==> config.mk <==
export PLATFORM = sky130hd
export DESIGN_NAME = aso_div
export DESIGN_NICKNAME = d
export VERILOG_FILES = /design/src/rtl/core/assert_macros.svh /design/src/rtl/core/aso_pkg.sv /design/src/rtl/core/aso_div.sv
export SDC_FILE = /design/constraint.sdc
export NUM_CORES = 1
export LEC_CHECK = 0
export BUFFER_PORTS_ARGS = -buffer_cell sky130_fd_sc_hd__buf_2
export CELL_PAD_IN_SITES_DETAIL_PLACEMENT = 1
export CELL_PAD_IN_SITES_GLOBAL_PLACEMENT = 1
export CORE_ASPECT_RATIO = 0.7
export CORE_MARGIN = 1.5
export CORE_UTILIZATION = 48
export DETAILED_ROUTE_END_ITERATION = 12
export PLACE_DENSITY_LB_ADDON = 0.1
export SLEW_MARGIN = 10
export SYNTH_ARGS = -nofsm -noshare
export SYNTH_HDL_FRONTEND = slang
export SYNTH_SLANG_ARGS = --single-unit
==> constraint.sdc <==
create_clock -name i_clk -period 5.86 [get_ports i_clk]
set_clock_uncertainty 0.2 [all_clocks]
set_input_delay 0.293 -clock i_clk [delete_from_list [all_inputs] [get_ports i_clk]]
set_output_delay 0.293 -clock i_clk [all_outputs]
set_load 0.1 [all_outputs]
==> src/rtl/core/assert_macros.svh <==
// Assertion macros shared by the odometry core RTL.
`ifndef ASSERT_MACROS_SVH
`define ASSERT_MACROS_SVH

// Plain invariant, checked at every clock edge outside reset.
`define ASO_ASSERT(lbl, clk, rstn, expr, msg) \
    lbl: assert property (@(posedge clk) disable iff (!rstn) (expr)) else $error(msg);

// Same-cycle implication.
`define ASO_ASSERT_IMPL(lbl, clk, rstn, ante, cons, msg) \
    lbl: assert property (@(posedge clk) disable iff (!rstn) (ante) |-> (cons)) else $error(msg);

// Next-cycle implication.
`define ASO_ASSERT_NEXT(lbl, clk, rstn, ante, cons, msg) \
    lbl: assert property (@(posedge clk) disable iff (!rstn) (ante) |=> (cons)) else $error(msg);

`endif

==> src/rtl/core/aso_pkg.sv <==
// Shared constants, types and fixed-point helpers of the odometry core.
package aso_pkg;

    localparam int WINDOW   = 10;
    localparam int WIN_IW   = (WINDOW > 1) ? $clog2(WINDOW) : 1;
    localparam int FILL_W   = $clog2(WINDOW + 1);
    localparam int CORDIC_N = 30;
    localparam int CI_W     = $clog2(CORDIC_N + 1);
    localparam int CW       = 34;
    localparam int DW       = CW + 3;
    localparam int CFG_IW   = 2;

    localparam logic [CFG_IW-1:0] REG_WHEEL_SEP = CFG_IW'(0);
    localparam logic [CFG_IW-1:0] REG_WHEEL_RAD = CFG_IW'(1);

    localparam logic [1:0] OP_ENC  = 2'd0;
    localparam logic [1:0] OP_VEL  = 2'd1;
    localparam logic [1:0] OP_TREF = 2'd2;

    localparam logic [63:0] INV_2PI_Q64     = 64'h28BE60DB9391054A;
    localparam logic [63:0] TWO_OVER_PI_Q32 = 64'd2734261102;
    localparam logic signed [CW-1:0] CORDIC_K = CW'(652032874);
    localparam logic signed [31:0] STEER_MAX = 32'sd1686629713;
    localparam logic [63:0] ANG_EPS    = 64'd4295;
    localparam logic [47:0] MIN_DT_US  = 48'd100;
    localparam logic [63:0] US_PER_S   = 64'd1000000;
    localparam logic signed [63:0] SAMPLE_MAX = 64'sd576460752303423487;
    localparam logic signed [63:0] S64_MAX = 64'sh7FFFFFFFFFFFFFFF;
    localparam logic signed [63:0] S64_MIN = 64'sh8000000000000000;
    localparam logic [31:0] SEP_RESET = 32'd65536;
    localparam logic [31:0] RAD_RESET = 32'd6554;

    typedef struct packed {
        logic busy;
        logic done;
    } t_unit_stat;

    function automatic logic [63:0] f_mag(input logic signed [63:0] v);
        return v[63] ? 64'(-v) : 64'(v);
    endfunction

    function automatic logic signed [63:0] f_apply(input logic [63:0] m, input logic neg);
        if (neg) begin
            return m[63] ? S64_MIN : -$signed(m);
        end
        return m[63] ? S64_MAX : $signed(m);
    endfunction

    function automatic logic signed [63:0] f_sat_add(input logic signed [63:0] a,
                                                      input logic signed [63:0] b);
        logic signed [63:0] s;
        s = a + b;
        if (!a[63] && !b[63] && s[63]) return S64_MAX;
        if (a[63] && b[63] && !s[63]) return S64_MIN;
        return s;
    endfunction

    function automatic logic signed [63:0] f_sat_sub(input logic signed [63:0] a,
                                                      input logic signed [63:0] b);
        logic signed [63:0] s;
        s = a - b;
        if (!a[63] && b[63] && s[63]) return S64_MAX;
        if (a[63] && !b[63] && !s[63]) return S64_MIN;
        return s;
    endfunction

    // product {hi,lo} shifted right by sh, saturated, then signed
    function automatic logic signed [63:0] f_mul_post(input logic [127:0] p, input int sh,
                                                       input logic neg);
        logic [63:0] res;
        res = ((p[127:64] >> sh) != 64'd0) ? '1 : 64'(p >> sh);
        return f_apply(res, neg);
    endfunction

    function automatic logic signed [63:0] f_clamp(input logic signed [63:0] v);
        if (v > SAMPLE_MAX) return SAMPLE_MAX;
        if (v < -SAMPLE_MAX) return -SAMPLE_MAX;
        return v;
    endfunction

    function automatic logic [31:0] f_atan(input logic [CI_W-1:0] i);
        logic [31:0] a;
        unique case (i)
            5'd0:  a = 32'h20000000;
            5'd1:  a = 32'h12E4051E;
            5'd2:  a = 32'h09FB385B;
            5'd3:  a = 32'h051111D4;
            5'd4:  a = 32'h028B0D43;
            5'd5:  a = 32'h0145D7E1;
            5'd6:  a = 32'h00A2F61E;
            5'd7:  a = 32'h00517C55;
            5'd8:  a = 32'h0028BE53;
            5'd9:  a = 32'h00145F2F;
            5'd10: a = 32'h000A2F98;
            5'd11: a = 32'h000517CC;
            5'd12: a = 32'h00028BE6;
            5'd13: a = 32'h000145F3;
            5'd14: a = 32'h0000A2FA;
            5'd15: a = 32'h0000517D;
            5'd16: a = 32'h000028BE;
            5'd17: a = 32'h0000145F;
            5'd18: a = 32'h00000A30;
            5'd19: a = 32'h00000518;
            5'd20: a = 32'h0000028C;
            5'd21: a = 32'h00000146;
            5'd22: a = 32'h000000A3;
            5'd23: a = 32'h00000051;
            5'd24: a = 32'h00000029;
            5'd25: a = 32'h00000014;
            5'd26: a = 32'h0000000A;
            5'd27: a = 32'h00000005;
            5'd28: a = 32'h00000003;
            5'd29: a = 32'h00000001;
            default: a = 32'h0;
        endcase
        return a;
    endfunction

endpackage

==> src/rtl/core/aso_div.sv <==
// Bit-serial restoring divider, 128 by 64 bits, quotient saturated to 64 bits.
module aso_div (
    input  logic                 i_clk,
    input  logic                 i_rst_n,
    input  logic                 i_start,
    input  logic [63:0]          i_hi,
    input  logic [63:0]          i_lo,
    input  logic [63:0]          i_d,
    output logic [63:0]          o_quot,
    output aso_pkg::t_unit_stat  o_stat
);
    import aso_pkg::*;

    logic [63:0] r_r;
    logic [63:0] r_l;
    logic [63:0] r_d;
    logic [63:0] r_q;
    logic [5:0]  r_cnt;
    logic        r_busy;
    logic        r_done;
    logic [63:0] w_sh;
    logic        w_ge;
    logic        w_ovf;

    assign w_sh  = {r_r[62:0], r_l[63]};
    assign w_ge  = r_r[63] || (w_sh >= r_d);
    assign w_ovf = i_hi >= i_d;

    always_ff @(posedge i_clk) begin
        if (!i_rst_n) begin
            r_busy <= 1'b0;
            r_done <= 1'b0;
            r_cnt  <= '0;
        end else begin
            r_done <= 1'b0;
            if (i_start) begin
                r_busy <= !w_ovf;
                r_done <= w_ovf;
                r_cnt  <= '0;
            end else if (r_busy) begin
                r_cnt <= r_cnt + 6'd1;
                if (r_cnt == 6'd63) begin
                    r_busy <= 1'b0;
                    r_done <= 1'b1;
                end
            end
        end
    end

    always_ff @(posedge i_clk) begin
        if (i_start) begin
            r_r <= i_hi;
            r_l <= i_lo;
            r_d <= i_d;
            r_q <= w_ovf ? '1 : 64'd0;
        end else if (r_busy) begin
            r_r <= w_ge ? (w_sh - r_d) : w_sh;
            r_l <= {r_l[62:0], 1'b0};
            r_q <= {r_q[62:0], w_ge};
        end
    end

    assign o_quot = r_q;
    assign o_stat = '{busy: r_busy, done: r_done};

endmodule

Yosys cells after proc, flatten, opt, wreduce, memory -nomap -nowiden
Cells that the tools add are included.
W data, S select, Z words.
{ "totals": {"reg_bits": 264, "latch_bits": 0, "ramBits": 0, "mem_bits_ro": 0, "inputBits": 195, "out_inout_bits": 66, "word_cells": 31, "mem_count": 0} }
{ "classes": {"addsub": 2, "multipliers": 0, "n_div": 0, "n_lt_le_gt_ge": 2, "n_eq_ne": 1, "shift": 0, "mux": 14, "bitwise_logic": 1, "n_reduce_logical": 4} }
{ "ops": {"columns": ["op", "n"], "rows": [
  ["$mux W64", 8],
  ["$ge A64 B64 Y1", 2],
  ["$sub A64 B64 Y64", 1],
  ["$add A6 B1 Y6 const B", 1],
  ["$eq A6 B6 Y1 const B", 1],
  ["$mux W1", 6],
  ["$reduce_bool A2 Y1", 1],
  ["$reduce_or A2 Y1", 1],
  ["$logic_not A1 Y1", 1],
  ["$logic_or A1 B1 Y1", 1],
  ["$not A1 Y1", 1]
]} }

Logic depth before layout (Yosys ltp)
Gate-level depths: netlist of run 1.
{ "depth": {"word_depth": 5, "ltp_mapped": 16, "depth_no_buf": 13} }

Least setup slack after synthesis of run 1
OpenSTA, ideal clock, no wires.
{ "synth_timing": {"path_type": "input-to-reg", "from": "in i_start", "to": "reg r_q[0] (netlist: o_quot[0]), enable pin", "setup_time_ps": 472, "t_arrival_ps": 3198, "t_required_ps": 5188, "slack_ps": 1989, "path_stages": 3, "n_path_buf": 2, "path_cell_list": "clkbuf_1 > clkbuf_1 > or2_2"} }
{ "synth_via": {"elab_chain_cells": 1} }
{ "synth_lines": {"columns": ["element", "line_no", "source"], "rows": [
  ["start: declaration", "aso_div.sv:5", "input logic i_start,"],
  ["$reduce_bool A2 Y1 (no source line)", null, null],
  ["end signal: assignment", "aso_div.sv:55", "r_q <= w_ovf ? '1 : 64'd0;"],
  ["end signal: assignment", "aso_div.sv:59", "r_q <= {r_q[62:0], w_ge};"],
  ["end: declaration", "aso_div.sv:17", "logic [63:0] r_q;"]
]} }
No other way between the ends.
A chain may end at the register's enable or synchronous reset.

Worst setup path after layout of run 1
{ "layout_timing": {"from": "reg r_r[1]", "to": "reg r_r[14] (data pin)"} }
{ "layout_via": {"elab_chain_cells": 5, "elab_cells_between_ends": 6, "cone_classes": "add/sub: 1; order compare: 1; mux: 3; reduce/logical: 1"} }
{ "layout_lines": {"columns": ["element", "line_no", "source"], "rows": [
  ["start: declaration", "aso_div.sv:14", "logic [63:0] r_r;"],
  ["start signal: assignment", "aso_div.sv:52", "r_r <= i_hi;"],
  ["start signal: assignment", "aso_div.sv:57", "r_r <= w_ge ? (w_sh - r_d) : w_sh;"],
  ["$ge A64 B64 Y1", "aso_div.sv:26", "assign w_ge = r_r[63] || (w_sh >= r_d);"],
  ["$logic_or A1 B1 Y1", "aso_div.sv:26", null],
  ["$mux W64 *", "aso_div.sv:57", null],
  ["$mux W64 *", "aso_div.sv:56", "end else if (r_busy) begin"],
  ["$mux W64 *", "aso_div.sv:51", "if (i_start) begin"]
]} }
Every way passes the cells marked *; elsewhere a longest branch is shown, timed or not. The select of a mux whose other input is x is not followed.

==> impl_metrics.csv, run 1 <==
group,metric,value,unit
yosys,synth_xor_xnor_area_share,0.02793,
clock_tree,clockBufferDepth,3,
grt,grt_pass1_wl,94410,um
grt,antenna_found_initial,5,
grt,grt_pass1_vias,15790,
clock_tree,clkTransAtPathRegs,0.07,ns
yosys,synthMuxAreaShare,0.05292,
power_and_ir_drop,p_sw_frac,0.4295,
grt,gr-total-overflow,0,
grt,grt_use_met1,0.4580,
yosys,netlist-cell-type-count,74,
sta,min_period_over_period,0.8247,
yosys,synth_cells,1659,
yosys,yosysWarnings,0,
cells_and_area,drive_gt1_frac,0.1875,
route,vias_per_cell,5.853,
min_path,hold_path_class,"in -> reg",
power_and_ir_drop,intPower,4706,uW
worst_setup_path,r2r_start,"r_r[1]",
worst_setup_path,critPathCaptureType,"register",
flow_run,cap_violations,0,
power_and_ir_drop,ir_drop,0.2349,mV
power_and_ir_drop,share_comb_of_total_power,0.453,
route,drtPass1Iterations,5,
power_and_ir_drop,switching_power,3543,uW
yosys,avgSynthCellArea,10.02,um^2
floorplan,die_h,158.7,um
route,dr_total_vias,14970,
floorplan,design.die.area,35770,um^2
worst_setup_path,rr_endpoint,"r_r[14]",
yosys,synthAdderAreaFrac,0.09831,
worst_setup_path,path_max_fanout,74,
route,routed_wl,61990,um
floorplan,fp-row-count,56,
yosys,synth-simple-area-share,0.1037,
clock_tree,clkSinkCount,264,
route,drc,0,
yosys,syn_nets,1984,
clock_tree,root_buffer,"clkbuf_16",
yosys,seq_area_frac_synth,0.4721,
yosys,synth-edff-count,256,
grt,top_usage_layer,"met2",
place,place.gp.congestion,0.8854,
power_and_ir_drop,seqPwrFrac,0.324,
worst_setup_path,r2r_slack,1.03,ns
floorplan,io_pins,261,
power_and_ir_drop,clockPowerShare,0.223,
yosys,synthTopCellsByArea,"edfxtp_1 46%, ha_1 9.7%, inv_1 5.0%, a21oi_1 4.3%, mux2_2 4.3%",
route,dr.first_iter.drc_count,1386,
sta,slew_headroom,0.3560,
yosys,synth_top_family_by_area,"compound AO/OA/AOI/OAI gates",
sta,finalSetupViolCount,0,
sta,period_needed,4.833,ns
clock_tree,htreeDepth,1,
place,dp_hpwl,36640,um
floorplan,die_x,225.4,um
min_path,hold_path_startpoint,"i_start",
cells_and_area,final_util,0.6243,
sta,tightest_slew,0.9660,ns
sta,max_freq,206.9,MHz
power_and_ir_drop,cellLeakagePower,0.009400,uW
grt,use_met3,0.05942,
yosys,synth_top_area_share,0.4625,
status,status,"complete, no violations",
grt,track_usage,0.3465,
route,wire_per_inst,24.24,um
clock_tree,insertion_delay,0.59,ns
worst_setup_path,start_kind,"register",
worst_setup_path,arrival,4.94,ns
yosys,async_flop_share,0,
worst_setup_path,reg2reg_depth,12,
cells_and_area,layout.nets,2397,
clock_tree,cts-resized-gates,0,
yosys,synth-compound-area-share,0.1738,
worst_setup_path,required,5.97,ns
min_path,hold_path_end,"r_d[47]",
grt,grt_max_degree,145,
yosys,yosysTopAreaCell,"edfxtp_1",
cells_and_area,syn_to_final_growth,26.84,%
floorplan,core-area,33770,um^2
min_path,min_path_cells,1,
yosys,synth_flop_cell,"edfxtp_1",
place,numPortBuffers,260,
yosys,synth-seq-cells,264,
grt,met2_usage,0.5839,
sta,grt_setup_unrepaired,"no",
sta,final.setup.tns,0,ns
route,final_antenna_net_count,0,
sta,slew_violations,0,
worst_setup_path,critPathKind,"reg -> reg",
power_and_ir_drop,powerDensity,391.2,nW/um^2
floorplan,initial_core_util,0.4922,
sta,hold_viol_final,0,
clock_tree,cts_tree,"done",
power_and_ir_drop,totalPowerFinal,8249,uW
yosys,syn_area,16620,um^2
clock_tree,cts_buffers,28,
worst_setup_path,worstSetupStartpoint,"r_r[1]",
[through the flow]
| stage | setup WS [ns] | cell area, um^2 | instances | hold WS, ns |
|---|---|---|---|---|
| after floorplan | 1.989 | 16620 | 1659 | 0.1919 |
| after global placement | 1.509 | 18250 | 2314 | 0.2837 |
| after detailed placement | 1.453 | 18250 | 2314 | 0.2872 |
| after CTS | 1.376 | 21080 | 2555 | 0.02563 |
| after global routing | 0.8995 | 21080 | 2556 | 0.03919 |
| final | 1.027 | 21080 | 2557 | 0.01307 |
[timing repair]
action,4_1_cts,5_1_grt
setup buffers,0,0
endpoints found under the hold margin,199,0
hold buffers,192,0
setup endpoints to repair,0,0
[worst max-delay path by stage]
stage | endpoint | cells after the start
floorplan | o_quot[0] | 3
global placement | r_r[49] | 12
detailed placement | r_r[49] | 12
CTS | r_r[49] | 12
global route | r_r[14] | 12
finish | r_r[14] | 12
[cells by family (layout without fill, tap and decap cells)]
family          count (synthesis)  count (layout)
compound gates                474             474
simple gates                  361             361
buf+inv                       297             729
flops                         264             264
fa+ha+maj                     130             130
mux                            80              80
xor+xnor                       53              53
other cells                     0               2
[worst max-delay path: stages (launching register included)]
cell,delay [ns]
edfxtp_1,0.42
ha_1,0.38
nor2b_1,0.18
o21ai_1,0.19
a21oi_1,0.16
o41ai_1,0.65
a21oi_1,0.18
o311ai_1,0.45
a41o_2,0.69
buf_12,0.36
nor2_1,0.14
a211oi_1,0.38
a21oi_1,0.10
[layer usage]
metal	vias to the layer above	wire, um
met1	7369	26370
met4	6	1873
met5	-	32
met3	130	4271
met2	667	29440
li1	6795	-
[synth_stat cells (all sizes together) (27+ instances only)]
cell	instances
clkbuf	48
edfxtp	256
ha	129
buf	27
mux2	63
a21o	58
a21oi	146
nor2	91
nand4	38
nor3	29
inv	222
o21ai	158
xnor2	29
nand2	124
[layout make-up]
| cell class | instances | area, um^2 |
|---|---|---|
| repair buffers | 458 | 3316 |
| fillers | 3698 | 12690 |
| flip-flops and latches | 264 | 7848 |
| well taps | 464 | 580.6 |
| clock inverters | 13 | 111.4 |
| multi-input cells | 1098 | 7595 |
| clock buffers | 36 | 793.3 |
| diodes | 2 | 5.005 |
| inverters | 222 | 835.8 |
[cells in the final DEF, fill, tap and decap left out, drive strengths merged, types with 24 or more instances in the layout]
cell type and instances:
inv 223, dlygate4sd3 192, xor2 24, xnor2 29
a21oi 146, buf 266, clkbuf 36, o21ai 158
nand4 38, mux2 63, ha 129, a21o 58
nor3 29, nand2 124, nor2 91, edfxtp 256
[registers in the layout, summed over array words and instances, names as in the netlist]
signal	cells
r_cnt	6
r_r	64
r_done	1
r_l	64
o_quot	64
r_busy	1
r_d	64
[power by group through the flow]
stage | Combinational [uW] | Clock [uW] | Sequential (uW)
after floorplan | 2150 | 0 | 3110
after global placement | 3330 | 0 | 2650
after detailed placement | 3420 | 0 | 2660
after CTS | 3560 | 1820 | 2630
after global routing | 4020 | 1910 | 2700
final | 3730 | 1840 | 2670
(Power assumes the default switching activity.)
==> run 2, diff against run 1 <==
Settings changed: CORE_UTILIZATION 48 to 41.
Clock period 5.86 ns to 4.4 ns, I/O delays scaled along.
==> run 2 against run 1 <==
Clock power grew 40%; sequential share of layout area shrank 0.45 points; sequential cell count is the same; wire length shrank 11%; count of clock-buffer cells in the layout is the same; via count shrank 4.3%; critical path type unchanged; largest cell class unchanged; design area grew 1.2%; hold slack gained 0.12 ns.
==> impl_metrics.csv, run 2 (same netlist as run 1, synthesis figures left out) <==
group,metric,value,unit
place,dp_hpwl,37390,um
sta,final.setup.tns,0,ns
min_path,hold_path_class,"in -> reg",
clock_tree,clkSinkCount,264,
route,drc,0,
place,place_inst,2393,
floorplan,fp-row-count,61,
power_and_ir_drop,ir_drop,0.3277,mV
sta,min_period_over_period,0.9091,
sta,finalSetupViolCount,0,
clock_tree,cts_buffers,30,
floorplan,design.die.area,41780,um^2
grt,grt_pass1_wl,85870,um
route,routed_wl,55330,um
sta,slew_violations,0,
grt,track_usage,0.2620,
status,status,"complete, no violations",
route,drtPass1Iterations,5,
place,dpl_cell_area,18410,um^2
route,dr_total_vias,14320,
floorplan,core-area,39840,um^2
worst_setup_path,crit_family,"compound AO/OA/AOI/OAI gates",
cells_and_area,layout.nets,2409,
worst_setup_path,path_max_fanout,35,
cells_and_area,layout_commonest_cell,"buf_2",
worst_setup_path,cp.depth,14,
clock_tree,cts_tree,"done",
power_and_ir_drop,cellLeakagePower,0.009471,uW
worst_setup_path,path_cells,"inv_1 > ha_1 > fa_1 > nor2b_1 > o21ai_1 > a21oi_1 > o41ai_1 > a21oi_1 > o311ai_1 > a41o_4 > buf_6 > nor2_1 > a211oi_1 > a21oi_1",
floorplan,io_pins,261,
floorplan,die_x,243.7,um
worst_setup_path,reg2reg_depth,14,
sta,tightest_slew,0.8357,ns
cells_and_area,layout_common_cells,"259 x buf_2, 256 x edfxtp_1, 221 x inv_1",
place,place.gp.congestion,0.8731,
route,final_antenna_net_count,0,
sta,max_freq,250.0,MHz
clock_tree,clockBufferDepth,3,
worst_setup_path,slowest_delay,0.49,ns
clock_tree,insertion_delay,0.61,ns
route,dr.first_iter.drc_count,938,
sta,period_needed,4.000,ns
power_and_ir_drop,powerDensity,511.6,nW/um^2
min_path,min_path_cells,2,
flow_run,cap_violations,0,
sta,hold_viol_final,0,
grt,antenna_found_initial,5,
cells_and_area,final_area,21340,um^2
clock_tree,cts_setup_buffers,0,
route,wire_per_inst,20.92,um
cells_and_area,drive_gt1_frac,0.1904,
cells_and_area,syn_to_final_growth,28.41,%
cells_and_area,layout.cells.non_filler,2645,
worst_setup_path,arrival,4.14,ns
worst_setup_path,required,4.54,ns
worst_setup_path,path_buf_inv,2,
worst_setup_path,crit_top_cell,"a21oi_1",
route,vias_per_cell,5.412,
clock_tree,root_buffer,"clkbuf_16",
grt,grt_pass1_vias,15020,
floorplan,initial_core_util,0.4172,
place,numPortBuffers,260,
clock_tree,clkTransAtPathRegs,0.07,ns
grt,gr-total-overflow,0,
grt,grt_max_degree,108,
floorplan,die_h,171.5,um
sta,slew_headroom,0.4429,
clock_tree,htreeDepth,1,
sta,grt_setup_unrepaired,"no",
worst_setup_path,cp_slowest_cell,"a41o_4",
worst_setup_path,critPathCaptureType,"register",
power_and_ir_drop,totalPowerFinal,10920,uW
worst_setup_path,start_kind,"register",
worst_setup_path,critPathKind,"reg -> reg",
[run 2: layout make-up]
cell class              instances  area (um^2)
diodes                          4        10.01
clock buffers                  36        773.2
clock inverters                18        191.4
inverters                     222        835.8
repair buffers                468         3412
fillers                      4500        18500
flip-flops and latches        264         7848
multi-input cells            1098         7605
well taps                     535        669.4
[run 2: timing repair]
item,in CTS,in global routing
hold buffers,194,0
endpoints found under the hold margin,212,0
gates resized for setup,0,2
setup endpoints to repair,0,18
[run 2: worst paths after layout]
kind	start	slack, ns	end
setup / recovery	r_l[63]	0.40	r_r[9]
hold / removal	i_d[15]	0.14	r_d[15]
setup reg to reg	r_l[63]	0.40	r_r[9]
hold reg to reg	r_cnt[5]	0.30	r_cnt[5]
[run 2: where the power goes]
part / leakage, uW / internal [uW] / switching (uW)
clock: 0.000464 / 1430 / 1140
sequential: 0.00265 / 3300 / 224
combinational: 0.00636 / 1670 / 3160
[run 2: layer usage]
metal  up-vias  track usage  wire, um
met5         -            0        23
met4         4      0.05636      1119
met3        76      0.04681      3073
met2       351       0.4198     25050
met1      7066       0.3704     26070
li1       6819            -         -
[run 2: worst register-to-register path: stages, from the launching register on]
cell      delay, ns
edfxtp_1       0.39
inv_1          0.08
ha_1           0.18
fa_1           0.21
nor2b_1        0.08
o21ai_1        0.16
a21oi_1        0.14
o41ai_1        0.45
a21oi_1        0.18
o311ai_1       0.43
a41o_4         0.49
buf_6          0.31
nor2_1         0.13
a211oi_1       0.24
a21oi_1        0.06
[run 2: metrics by stage]
stage          utilization  hold WS [ns]  worst slack, ns
2_1_floorplan            -        0.1189           0.6023
5_1_grt             0.5357        0.1309          0.04714
4_1_cts             0.5351       0.09767           0.1786
6_report            0.5357        0.1365           0.4001
3_5_place_dp        0.4622        0.2152           0.2244
3_3_place_gp        0.4622        0.2131           0.3129
==> run 3, diff against run 2 <==
Settings changed: RECOVER_POWER from default to 50.
==> run 3 against run 2 <==
The run now ends with max-capacitance violations, max-slew violations left; register-to-register slack is essentially flat; sequential cell count is the same; total power decreased by 0.20%; core utilization is 0.42 points lower; sequential share of layout area grew 0.29 points; worst setup slack got worse by 0.0096 ns; wire length about the same; count of clock-buffer cells in the layout unchanged; critical path type unchanged; hold slack better by 0.013 ns; highest routed layer unchanged; combinational power about the same; design area shrank 0.79%.
==> impl_metrics.csv, run 3 (same netlist as run 1, synthesis figures left out) <==
group,metric,value,unit
clock_tree,htreeDepth,1,
floorplan,design.die.area,41780,um^2
route,dr_total_vias,14340,
min_path,hold_path_end,"r_d[15]",
route,routed_wl,55350,um
route,wire_per_inst,20.92,um
place,numPortBuffers,260,
grt,antenna_found_initial,5,
min_path,hold_path_startpoint,"i_d[15]",
sta,slew_headroom,-0.2495,
sta,final.setup.tns,0,ns
sta,grt_setup_unrepaired,"no",
sta,hold_viol_final,0,
cells_and_area,layout_common_cells,"256 x edfxtp_1, 221 x inv_1, 194 x dlygate4sd3_1",
place,dp_hpwl,37390,um
route,dr.first_iter.drc_count,923,
grt,grt_pass1_wl,85870,um
sta,period_needed,4.010,ns
power_and_ir_drop,cellLeakagePower,0.009097,uW
clock_tree,cts_tree,"done",
floorplan,initial_core_util,0.4172,
floorplan,core-area,39840,um^2
sta,holdWs,0.1500,ns
worst_setup_path,r2r_slack,0.39,ns
route,drc,0,
worst_setup_path,rr_endpoint,"r_r[33]",
min_path,min_path_cells,2,
cells_and_area,layout_commonest_cell,"edfxtp_1",
clock_tree,clkSinkCount,264,
floorplan,fp-row-count,61,
place,place_inst,2393,
floorplan,die_x,243.7,um
grt,gr-total-overflow,0,
worst_setup_path,required,4.47,ns
clock_tree,clockBufferDepth,3,
clock_tree,insertion_delay,0.61,ns
clock_tree,cts_buffers,30,
grt,grt_max_degree,108,
cells_and_area,drive_gt1_frac,0.1301,
worst_setup_path,r2r_start,"r_l[63]",
floorplan,die_h,171.5,um
grt,track_usage,0.2620,
flow_run,cap_violations,3,
sta,slew_violations,185,
worst_setup_path,start_kind,"register",
sta,max_freq,249.4,MHz
worst_setup_path,path_max_fanout,40,
status,failed_checks,"max-capacitance violations, max-slew violations",
clock_tree,clkTransAtPathRegs,0.07,ns
cells_and_area,syn_to_final_growth,27.39,%
cells_and_area,layout.cells.non_filler,2645,
sta,min_period_over_period,0.9113,
power_and_ir_drop,powerDensity,514.7,nW/um^2
clock_tree,root_buffer,"clkbuf_16",
grt,grt_pass1_vias,15020,
route,vias_per_cell,5.421,
min_path,hold_path_class,"in -> reg",
cells_and_area,layout.nets,2409,
power_and_ir_drop,ir_drop,0.3295,mV
worst_setup_path,arrival,4.08,ns
sta,tightest_slew,1.874,ns
worst_setup_path,critPathKind,"reg -> reg",
worst_setup_path,critPathCaptureType,"register",
route,final_antenna_net_count,0,
place,place.gp.congestion,0.8731,
worst_setup_path,reg2reg_depth,14,
sta,finalSetupViolCount,0,
floorplan,io_pins,261,
status,status,"finished, violations left",
route,drtPass1Iterations,5,
run 3: cell count changes in the layout (fill, tap and decap cells not counted), sizes merged:
cell    delta
clkbuf   +128
buf      -128
run 3: final cells by class:
class	count	area (um^2)
timing repair buffer	468	3246
fill	4561	18670
clock inverter	18	191.4
multi-input combinational	1098	7602
tap	535	669.4
antenna	4	10.01
sequential	264	7848
inverter	222	835.8
clock buffer	36	773.2
run 3: worst max path at each step:
stage               startpoint         to  slack (ns)  cells after the start
detailed placement     r_l[63]     r_r[3]        0.22                     14
CTS                    r_l[63]     r_r[3]        0.18                     14
floorplan              i_start  o_quot[0]        0.60                      3
global placement        r_r[1]     r_r[9]        0.31                     12
finish                 r_l[63]    r_r[33]        0.39                     14
global route           r_l[63]    r_r[20]        0.03                     14
run 3: metal layers:
metal / part of all wire / GRT usage / vias to the layer above / routed length [um]
met5: 0.00042 / 0 / - / 23
met4: 0.021 / 0.05636 / 4 / 1172
met3: 0.051 / 0.04681 / 82 / 2835
met2: 0.45 / 0.4198 / 335 / 25100
met1: 0.47 / 0.3704 / 7102 / 26220
li1: - / - / 6816 / -
run 3: critical path, cell delays in order (launching register included):
cell	delay, ns
edfxtp_1	0.39
inv_1	0.08
ha_1	0.18
fa_1	0.21
nor2b_1	0.08
o21ai_1	0.16
a21oi_1	0.14
o41ai_1	0.45
a21oi_1	0.18
o311ai_1	0.43
a41o_4	0.49
buf_12	0.26
nor2_1	0.08
a211oi_1	0.23
a21oi_1	0.08
run 3: report_power, final:
part	total, uW	leakage [uW]	internal [uW]	switching, uW
sequential	3530	0.00265	3300	225
combinational	4800	0.00598	1630	3160
clock	2580	0.000464	1430	1150
run 3: what timing repair did:
| item | in CTS | in global routing |
|---|---|---|
| endpoints found under the setup margin | 0 | 18 |
| gates resized for setup | 0 | 2 |
| setup buffers | 0 | 0 |
| hold buffers | 194 | 0 |
| hold endpoints to repair | 212 | 0 |
run 3: through the flow:
step	worst slack (ns)	power (uW)	utilization	instance area, um^2
after global routing	0.03362	11530	0.5314	21170
after floorplan	0.6023	7000	-	16620
final	0.3904	10900	0.5315	21180
after CTS	0.1786	10850	0.5351	21320
after global placement	0.3129	8020	0.4622	18410
after detailed placement	0.2244	8131	0.4622	18410
